$ cat config.mk
export PLATFORM = sky130hd
export DESIGN_NAME = jtms_avg_lane
export DESIGN_NICKNAME = d
export VERILOG_FILES = /design/src/rtl/assert_macros.svh /design/src/rtl/jtms_pkg.sv /design/src/rtl/jtms_avg_lane.sv
export SDC_FILE = /design/constraint.sdc
export NUM_CORES = 1
export LEC_CHECK = 0
export BUFFER_PORTS_ARGS = -buffer_cell sky130_fd_sc_hd__buf_2
export CAP_MARGIN = 5
export CORE_MARGIN = 2
export CORE_UTILIZATION = 56
export DETAILED_ROUTE_END_ITERATION = 7
export MAX_ROUTING_LAYER = met4
export PLACE_DENSITY = 0.8
export SYNTH_ARGS = -nofsm -noshare
export SYNTH_HDL_FRONTEND = slang
export SYNTH_SLANG_ARGS = --single-unit
$ cat constraint.sdc
create_clock -name clk -period 9.95 [get_ports clk]
set_input_delay 0.995 -clock clk [delete_from_list [all_inputs] [get_ports clk]]
set_output_delay 0.995 -clock clk [all_outputs]
set_load 0.01 [all_outputs]
$ cat src/rtl/assert_macros.svh
// Assertion macros shared by the RTL; they sample on clk and stay off while rst_n is low.
`ifndef ASSERT_MACROS_SVH
`define ASSERT_MACROS_SVH

// Hold a condition at every rising clock edge.
`define ASSERT_ALWAYS(label, cond) \
  label: assert property (@(posedge clk) disable iff (!rst_n) (cond)) \
    else $error("invariant check failed");

// Check a consequence in the same cycle as its trigger.
`define ASSERT_SAME(label, ante, cons) \
  label: assert property (@(posedge clk) disable iff (!rst_n) (ante) |-> (cons)) \
    else $error("same-cycle implication failed");

// Check a consequence in the cycle after its trigger.
`define ASSERT_NEXT(label, ante, cons) \
  label: assert property (@(posedge clk) disable iff (!rst_n) (ante) |=> (cons)) \
    else $error("next-cycle implication failed");

`endif

$ cat src/rtl/jtms_pkg.sv
// Shared types, constants and helpers of the joystick twist mixer smoother.
package jtms_pkg;

  localparam int MAX_WINDOW = 16;
  localparam int SLOT_W     = $clog2(MAX_WINDOW);
  localparam int LEN_W      = SLOT_W + 1;
  localparam int SMP_W      = 32;
  localparam int SUM_W      = SMP_W + SLOT_W;
  localparam int DIV_BITS   = 6;
  localparam int DIV_CYCLES = (SUM_W + DIV_BITS - 1) / DIV_BITS;
  localparam int CNT_W      = $clog2(DIV_CYCLES);
  localparam int GAIN_W     = 16;
  localparam int AXIS_W     = 16;
  localparam int CFG_IDX_W  = 3;

  localparam logic [LEN_W-1:0] RESET_LEN = LEN_W'(10);
  localparam logic [GAIN_W-1:0] RESET_LIN_GAIN = GAIN_W'(256);
  localparam logic [GAIN_W-1:0] RESET_ANG_GAIN = GAIN_W'(256);
  localparam logic [GAIN_W-1:0] RESET_BOOST_GAIN = '0;

  localparam logic signed [SMP_W-1:0] SMP_MAX = {1'b0, {(SMP_W-1){1'b1}}};
  localparam logic signed [SMP_W-1:0] SMP_MIN = {1'b1, {(SMP_W-1){1'b0}}};

  typedef enum logic [CFG_IDX_W-1:0] {
    REG_LINEAR_GAIN  = 3'd0,
    REG_ANGULAR_GAIN = 3'd1,
    REG_BOOST_GAIN   = 3'd2,
    REG_LINEAR_LEN   = 3'd3,
    REG_ANGULAR_LEN  = 3'd4
  } cfg_reg_t;

  typedef enum logic [2:0] {
    SC_IDLE,
    SC_PROD,
    SC_LO,
    SC_HI,
    SC_FIN
  } sc_state_t;

  typedef enum logic [1:0] {
    L_IDLE,
    L_ABS,
    L_DIV,
    L_DONE
  } lane_state_t;

  typedef struct packed {
    logic [GAIN_W-1:0] lin;
    logic [GAIN_W-1:0] ang;
    logic [GAIN_W-1:0] boost;
  } gains_t;

  typedef struct packed {
    logic                    valid;
    logic signed [SMP_W-1:0] lin;
    logic signed [SMP_W-1:0] ang;
  } smp_t;

  typedef struct packed {
    logic                    done;
    logic signed [SMP_W-1:0] avg;
  } lane_st_t;

  function automatic logic [LEN_W-1:0] clamp_len(input logic [LEN_W-1:0] v);
    logic [LEN_W-1:0] r;
    r = v;
    if (v == '0) begin
      r = LEN_W'(1);
    end else if (v > LEN_W'(MAX_WINDOW)) begin
      r = LEN_W'(MAX_WINDOW);
    end
    return r;
  endfunction

endpackage

$ cat src/rtl/jtms_avg_lane.sv
// One moving-average lane: sample ring, running sum and iterative divide by the length.
module jtms_avg_lane (
  input  logic                                clk,
  input  logic                                rst_n,
  input  logic                                start,
  input  logic signed [jtms_pkg::SMP_W-1:0]   sample,
  input  logic                                clr,
  input  logic [jtms_pkg::LEN_W-1:0]          len_wr,
  input  logic                                take,
  output jtms_pkg::lane_st_t                  st
);
  import jtms_pkg::*;

  lane_state_t state_r, state_nxt;

  logic signed [SMP_W-1:0] ring_r [MAX_WINDOW];
  logic [MAX_WINDOW-1:0]   valid_r;
  logic [SLOT_W-1:0]       slot_r;
  logic signed [SUM_W-1:0] sum_r;
  logic [LEN_W-1:0]        len_r;
  logic [CNT_W-1:0]        div_cnt_r;
  logic [SUM_W-1:0]        dvd_r;
  logic [LEN_W-1:0]        rem_r;
  logic                    neg_r;

  logic [SLOT_W-1:0]       s_cur;
  logic [LEN_W-1:0]        s_inc;
  logic [SLOT_W-1:0]       slot_nxt;
  logic signed [SMP_W-1:0] old;
  logic signed [SUM_W-1:0] sum_nxt;
  logic [SUM_W-1:0]        dvd_nxt;
  logic [LEN_W-1:0]        rem_nxt;
  logic                    pos_ovf, neg_ovf;

  always_comb begin
    s_cur    = ({1'b0, slot_r} >= len_r) ? '0 : slot_r;
    s_inc    = {1'b0, s_cur} + LEN_W'(1);
    slot_nxt = (s_inc >= len_r) ? '0 : s_inc[SLOT_W-1:0];
    old      = valid_r[s_cur] ? ring_r[s_cur] : '0;
    sum_nxt  = sum_r - SUM_W'(old) + SUM_W'(sample);
  end

  // Restoring division, several quotient bits per cycle.
  always_comb begin
    logic [LEN_W-1:0] r;
    logic [SUM_W-1:0] q;
    r = rem_r;
    q = dvd_r;
    for (int i = 0; i < DIV_BITS; i++) begin
      r = {r[LEN_W-2:0], q[SUM_W-1]};
      q = {q[SUM_W-2:0], 1'b0};
      if (r >= len_r) begin
        r    = r - len_r;
        q[0] = 1'b1;
      end
    end
    rem_nxt = r;
    dvd_nxt = q;
  end

  always_comb begin
    state_nxt = state_r;
    case (state_r)
      L_IDLE:  if (start) state_nxt = L_ABS;
      L_ABS:   state_nxt = L_DIV;
      L_DIV:   if (div_cnt_r == CNT_W'(DIV_CYCLES - 1)) state_nxt = L_DONE;
      L_DONE:  if (take) state_nxt = L_IDLE;
      default: state_nxt = L_IDLE;
    endcase
  end

  always_ff @(posedge clk) begin
    if (!rst_n) begin
      state_r   <= L_IDLE;
      valid_r   <= '0;
      slot_r    <= '0;
      sum_r     <= '0;
      len_r     <= RESET_LEN;
      div_cnt_r <= '0;
    end else begin
      state_r <= state_nxt;
      if (clr) begin
        valid_r <= '0;
        slot_r  <= '0;
        sum_r   <= '0;
        len_r   <= len_wr;
      end else if (state_r == L_IDLE && start) begin
        valid_r[s_cur] <= 1'b1;
        slot_r         <= slot_nxt;
        sum_r          <= sum_nxt;
      end
      if (state_r == L_ABS) begin
        div_cnt_r <= '0;
      end else if (state_r == L_DIV) begin
        div_cnt_r <= div_cnt_r + 1'b1;
      end
    end
  end

  always_ff @(posedge clk) begin
    if (!clr && state_r == L_IDLE && start) begin
      ring_r[s_cur] <= sample;
    end
    if (state_r == L_ABS) begin
      neg_r <= sum_r[SUM_W-1];
      dvd_r <= sum_r[SUM_W-1] ? SUM_W'(-sum_r) : SUM_W'(sum_r);
      rem_r <= '0;
    end else if (state_r == L_DIV) begin
      dvd_r <= dvd_nxt;
      rem_r <= rem_nxt;
    end
  end

  always_comb begin
    pos_ovf = |dvd_r[SUM_W-1:SMP_W-1];
    neg_ovf = dvd_r > SUM_W'({1'b1, {(SMP_W-1){1'b0}}});
    st.done = (state_r == L_DONE);
    if (neg_r) begin
      st.avg = neg_ovf ? SMP_MIN : -$signed(dvd_r[SMP_W-1:0]);
    end else begin
      st.avg = pos_ovf ? SMP_MAX : $signed(dvd_r[SMP_W-1:0]);
    end
  end

endmodule

=== After elaboration in Yosys (flattened, before gate mapping) ===
Memory sizes are Yosys's and may differ from the RTL's.
Cells that the tools add are included.

* Magnitude comparators: 11
* Equality and inequality tests: 7
* Multiplexer cells: 31
* $add $sub $neg: 12
* Bitwise logic cells: 2
* Reductions and logical operators: 11

{| class="wikitable"
|+ Operator list
! operator !! number
|-
| 32-bit two-way mux || 4
|-
| 36-bit two-way mux || 3
|-
| 36-bit by 32-bit adder with 36-bit output || 1
|-
| 36-bit by 32-bit > comparator with 1-bit output (second input constant) || 1
|-
| 36-bit negator || 1
|-
| 36-bit by 32-bit subtractor with 36-bit output || 1
|-
| 5-bit greater-or-equal comparator || 7
|-
| 4-bit two-way mux || 8
|-
| 32-bit negator || 1
|-
| 4-bit subtractor || 6
|-
| 16-bit bitwise OR || 1
|-
| 1-bit two-way mux || 10
|-
| 2-bit case mux with 4 select lines || 1
|-
| 2-bit two-way mux || 3
|-
| 2-bit inequality test (second input constant) || 3
|-
| 4-bit by 1-bit adder with 5-bit output (second input constant) || 1
|-
| 4-bit by 5-bit greater-or-equal comparator with 1-bit output || 1
|-
| 4-bit by 5-bit < comparator with 1-bit output (second input constant) || 1
|-
| 5-bit OR reduction || 1
|-
| 1-bit binary-select mux with 4-bit select || 1
|-
| 1-bit demux with 4-bit select || 1
|-
| 2-bit == test (second input constant) || 2
|-
| 4-bit by 1-bit greater-or-equal comparator with 1-bit output (second input constant) || 1
|-
| 1-bit logical AND || 4
|-
| other kinds (9) || 10
|}

* Bits of input ports: 42
* Output and inout bits: 33
* Memories kept: 1
* Memory bits (writable): 512
* Word-level logic and storage cells: 84
* Register bits after elaboration: 107

{| class="wikitable"
|+ Memory list
! name !! words !! bits a word !! read ports !! clocked after Yosys merged registers in !! wr ports !! RTL line !! RTL
|-
| ring_r || 16 || 32 || 1 || 0 || 1 || jtms_avg_lane.sv:16 || <nowiki>logic signed [SMP_W-1:0] ring_r [MAX_WINDOW];</nowiki>
|}

=== Depth between registers and ports, before layout ===
* Word-level depth: 14
* Mapped depth: 47
* Depth with buffers taken out: 46

=== Least setup slack after synthesis ===
No wires, ideal clock.

* Kind: flip-flop to flip-flop
* From: register len_r[1]
* To: register rem_r[1]
* Setup slack: 536 ps
* Cell stages (with the launch flop): 47
* Library setup time: 127 ps
* Arrival: 9286 ps
* Path through: dfxtp_1 -> inv_1 -> ha_1 -> nor2b_1 -> o21ai_0 -> nand3b_1 -> a21o_1 -> a21o_1 -> mux2_2 -> inv_1 -> ha_1 -> nor2b_1 -> o21ai_0 -> a31oi_1 -> o21ai_0 -> nand2b_1 -> clkbuf_1 -> mux2_2 -> (+11 left out) -> a21o_1 -> a21oi_1 -> mux2_2 -> inv_1 -> ha_1 -> a21o_1 -> a21o_1 -> a21o_1 -> a21oi_1 -> mux2i_1 -> ha_1 -> a21o_1 -> a21o_1 -> a21o_1 -> a21o_1 -> mux2_2 -> mux2i_1 -> nor2_1

* Word-level cells in the longest chain between the ends: 12
* Elaborated cells on any way between the ends: 18
* Classes of those cells: 6 x add/sub; 6 x order compare; 6 x mux

{| class="wikitable"
|+ Ends and longest elaborated chain
! what !! RTL line !! RTL
|-
| start: declaration || jtms_avg_lane.sv:20 || <nowiki>logic [LEN_W-1:0] len_r;</nowiki>
|-
| start signal: assignment || jtms_avg_lane.sv:86 || <nowiki>len_r <= len_wr;</nowiki>
|-
| 4-bit subtractor / 5-bit greater-or-equal comparator (equally long branches) || jtms_avg_lane.sv:53, jtms_avg_lane.sv:52 ||
|-
| 4-bit two-way mux || jtms_avg_lane.sv:52 || <nowiki>if (r >= len_r) begin</nowiki>
|-
| 4-bit subtractor / 5-bit greater-or-equal comparator (equally long branches) || jtms_avg_lane.sv:53, jtms_avg_lane.sv:52 ||
|-
| 4-bit two-way mux || jtms_avg_lane.sv:52 ||
|-
| 4-bit subtractor / 5-bit greater-or-equal comparator (equally long branches) || jtms_avg_lane.sv:53, jtms_avg_lane.sv:52 ||
|-
| 4-bit two-way mux || jtms_avg_lane.sv:52 ||
|-
| 5-bit greater-or-equal comparator / 4-bit subtractor (equally long branches) || jtms_avg_lane.sv:52, jtms_avg_lane.sv:53 ||
|-
| 4-bit two-way mux || jtms_avg_lane.sv:52 ||
|-
| 5-bit greater-or-equal comparator / 4-bit subtractor (equally long branches) || jtms_avg_lane.sv:52, jtms_avg_lane.sv:53 ||
|-
| 4-bit two-way mux || jtms_avg_lane.sv:52 ||
|-
| 4-bit subtractor / 5-bit greater-or-equal comparator (equally long branches) || jtms_avg_lane.sv:53, jtms_avg_lane.sv:52 ||
|-
| 4-bit two-way mux * || jtms_avg_lane.sv:52 ||
|-
| end signal: assignment || jtms_avg_lane.sv:110 || <nowiki>rem_r <= rem_nxt;</nowiki>
|-
| end: declaration || jtms_avg_lane.sv:23 || <nowiki>logic [LEN_W-1:0] rem_r;</nowiki>
|}

Mark *: on every way between the ends. The rest lies on a longest branch, timed or not.
A chain may end at the register's enable or synchronous reset.

=== Worst setup path in the final report ===
* From: register len_r[2]
* To: register rem_r[1]

* Word-level cells in the longest chain between the ends: 12
* Elaborated cells on any way between the ends: 18
* Classes of those cells: 6 x add/sub; 6 x order compare; 6 x mux

{| class="wikitable"
|+ Ends and longest elaborated chain
! what !! RTL line
|-
| 4-bit subtractor / 5-bit greater-or-equal comparator (equally long branches) || jtms_avg_lane.sv:53, jtms_avg_lane.sv:52
|-
| 4-bit two-way mux || jtms_avg_lane.sv:52
|-
| 4-bit subtractor / 5-bit greater-or-equal comparator (equally long branches) || jtms_avg_lane.sv:53, jtms_avg_lane.sv:52
|-
| 4-bit two-way mux || jtms_avg_lane.sv:52
|-
| 5-bit greater-or-equal comparator / 4-bit subtractor (equally long branches) || jtms_avg_lane.sv:52, jtms_avg_lane.sv:53
|-
| 4-bit two-way mux || jtms_avg_lane.sv:52
|-
| 4-bit subtractor / 5-bit greater-or-equal comparator (equally long branches) || jtms_avg_lane.sv:53, jtms_avg_lane.sv:52
|-
| 4-bit two-way mux || jtms_avg_lane.sv:52
|-
| 5-bit greater-or-equal comparator / 4-bit subtractor (equally long branches) || jtms_avg_lane.sv:52, jtms_avg_lane.sv:53
|-
| 4-bit two-way mux || jtms_avg_lane.sv:52
|-
| 4-bit subtractor / 5-bit greater-or-equal comparator (equally long branches) || jtms_avg_lane.sv:53, jtms_avg_lane.sv:52
|-
| 4-bit two-way mux * || jtms_avg_lane.sv:52
|}

Marked as above.

==> out/qor.txt <==
leakage power = 11.76 nW
R2R cell count = 44
Placement Cell Area = 0.03150 sq mm
total die area = 0.05575 sq mm
Port Buffer Count = 74
CP Data Required Time = 10.45 ns
Die H = 236.1 microns
Synth cell types = 70
Post-CTS Resized = 0
Worst Setup SP = len_r[2]
core area = 0.05350 sq mm
Syn-to-layout area delta = 11.06%
# setup viols final = 0
Post-CTS Hold Fix Bufs = 0
ys async rst share = 0
Tmin final = 9.319 ns
First-pass DRT Iterations = 6
PnR Total Power = 9.421 mW
first-pass GRT wire length = 117,500 microns
Max VDD drop = 0.4278 mV
CP Class = register to register
setup ws final = 0.6315 ns
GRT overflow = 0
largest net degree at the start of global routing = 77
Worst Setup EP = rem_r[1]
Inst Count DP = 3,197
Worst Path Arrival = 9.82 ns
GP Congestion = 0.9432
Initial Utilization = 0.5640
register area share after synthesis = 0.5928
ratio of cells with drive above 1 in the final layout = 0.1081
reg2reg start = len_r[2]
Slew HR = 0.1633
clock sink total = 619
status = complete, no violations
Power Density = 281.1 mW/mm^2
Initial DRC Count = 2,250
antenna viol nets, final = 0
Post-CTS Setup Inserts = 0
Avg Vias per Cell = 6.304
clk root buf = clkbuf_16
f_max = 107.3 MHz
final setup TNS = 0 ns
chip width = 236.1 microns
Tcrit/Tclk final = 0.9365
Wirelength per Cell = 22.99 microns
vias in the first global route = 20,220
Place WS = 0.6363 ns
I/O pin count = 75
Final nets = 2,737
CP max FO = 8
Worst setup SP type = register
Syn Area/Cell = 12.05 sq um
Rows = 85
Yosys reg bits = 619
fin area = 0.03351 sq mm
Fillers = 3,966
slowest CP cell = mux2_2
GRT Util Overall = 0.2806
Crit path top cell by count = a21o_1
Final Skew = 0.02545 ns
min-delay worst type = register to register
H-tree levels = 2
Top FF cell, synth = edfxtp_1
mapped cell area = 0.03017 sq mm
CP peak stage delay = 0.42 ns
initial antenna violation count = 3
clock-pin slew on the worst setup and hold paths = 0.06 ns
TritonCTS clock tree = built
routed wire length = 76,250 microns
Setup crit end kind = register
syn_nets = 2,676
r2r setup slk = 0.63 ns
TritonCTS Buffers = 61
Max Buffers Root-to-Sink = 3
DRC Markers = 0
Detail Placement HPWL = 47,750 microns
fin. max-slew vios = 0
Ys Warns = 0
max_cap viols = 0
Tightest Pin Transition = 1.238 ns
Post-synth EDFFs = 549
Final Hold Viols = 0
Post-Syn Instances = 2,504
RSZ-0062 raised after global routing = false
fin cells = 3,317
FF-to-FF End = rem_r[1]
Vias = 20,910
Worst-Skew Late Latency = 0.64 ns
-- placed cells by master, fill, tap and decap left out, types with 8 or more instances in the layout --
cell,Yosys,layout
a211oi_1,39,36
a21o_1,47,47
a21oi_1,165,164
a221o_1,20,20
a22o_1,20,20
a22oi_1,28,27
a31oi_1,23,23
a32oi_1,8,8
and2_1,9,9
and3_1,27,27
buf_2,2,74
buf_4,0,48
clkbuf_16,0,61
clkinv_1,1,15
clkinv_2,0,19
dfxtp_1,70,69
edfxtp_1,549,549
fa_1,41,41
ha_1,89,88
inv_1,198,197
mux2_2,15,15
mux2i_1,144,144
nand2_1,170,169
nand2b_1,31,30
nand3_1,22,22
nand4_1,14,14
nor2_1,187,169
nor2_4,0,16
nor2b_1,17,17
nor3_1,31,31
nor4_1,15,14
nor4b_1,20,20
o211ai_1,18,18
o21ai_0,86,86
o22ai_1,64,64
o311ai_0,30,30
o31ai_1,14,14
or3_1,12,12
xnor2_1,60,60
xor2_1,13,13
-- through the flow --
| step | hold WS, ns | util |
|---|---|---|
| final | 0.4499 | 0.6264 |
| after global routing | 0.4835 | 0.6264 |
| after CTS | 0.4529 | 0.6258 |
| after detailed placement | 0.4457 | 0.5888 |
| after global placement | 0.4378 | 0.5888 |
| after floorplan | 0.4064 | - |
-- power breakdown --
group | total (mW) | internal, mW | switching (mW)
registers | 3.25 | 3.07 | 0.180
clock network | 2.25 | 1.24 | 1.01
logic | 3.92 | 1.68 | 2.24
total | 9.42 | 5.99 | 3.43
-- sequential cells by signal (all words and copies together) (netlist names) --
signal,flops
valid_r,16
ring_r,512
div_cnt_r,3
rem_r,4
state_r,2
slot_r,4
dvd_r,36
neg_r,1
sum_r,36
len_r,5
-- kinds of logic after synthesis --
logic type	count (synthesis)	share of synthesized area
and+or+nand+nor	588	0.09467
DFF	619	0.5928
AOI/OAI and AO/OA	611	0.1334
adders and majority gates	130	0.06411
xor gates and xnor gates	73	0.02119
muxes	159	0.05337
buffers and inverters	324	0.04039
-- final cells by class --
type | count | area (sq um) | area share
Timing Repair Buffer | 123 | 758.2 | 0.02263
Multi-Input combinational cell | 1561 | 11260 | 0.3360
Sequential cell | 619 | 17890 | 0.5339
Clock buffer | 63 | 1534 | 0.04578
Inverter | 199 | 747.0 | 0.02229
Antenna cell | 3 | 7.507 | 0.0002240
Clock inverter | 53 | 441.7 | 0.01318
Tap cell | 696 | 870.8 | 0.02599
-- how the worst min path moves through the flow --
stage	start	end	slack, ns	depth (start not counted)
4_1_cts	sum_r[10]	sum_r[10]	0.45	2
3_5_place_dp	sum_r[10]	sum_r[10]	0.45	2
6_report	sum_r[6]	sum_r[6]	0.45	2
5_1_grt	sum_r[29]	sum_r[29]	0.48	2
2_1_floorplan	sum_r[35]	neg_r	0.41	0
3_3_place_gp	sum_r[10]	sum_r[10]	0.44	2
-- routing by layer --
metal,global-route usage,routed length (microns),vias up
met5,-,0,-
met4,0.07971,1491,0
met3,0.04295,6553,130
met2,0.4435,36510,1032
met1,0.3805,31690,10270
li1,-,-,9474
-- critical path: cells and delay by family (launching register included) --
family / cells / cell delay (ns)
flip-flops: 1 / 0.31
AO/OA/AOI/OAI: 22 / 4.04
AND/OR/NAND/NOR: 4 / 0.40
multiplexers: 7 / 2.25
buffers and inverters: 5 / 0.60
adder cells (fa/ha/maj): 6 / 1.58
-- cell usage after synthesis (14+ instances only) --
cell type,instances,area [sq um]
o311ai_0,30,262.8
mux2_2,15,168.9
inv_1,198,743.2
and3_1,27,168.9
nand3_1,22,110.1
fa_1,41,820.8
nand4_1,14,87.58
nor2b_1,17,106.4
clkbuf_1,111,416.7
nand2b_1,31,193.9
a22oi_1,28,210.2
mux2i_1,144,1441
a21oi_1,165,825.8
ha_1,89,1114
nor2_1,187,701.9
nor4_1,15,93.84
a22o_1,20,175.2
o31ai_1,14,105.1
nor3_1,31,155.2
a21o_1,47,352.8
dfxtp_1,70,1401
a221o_1,20,200.2
a31oi_1,23,143.9
o21ai_0,86,430.4
xnor2_1,60,525.5
edfxtp_1,549,16490
o22ai_1,64,400.4
nand2_1,170,638.1
a211oi_1,39,292.8
o211ai_1,18,135.1
nor4b_1,20,175.2
Power figures use the tool's default switching activity.
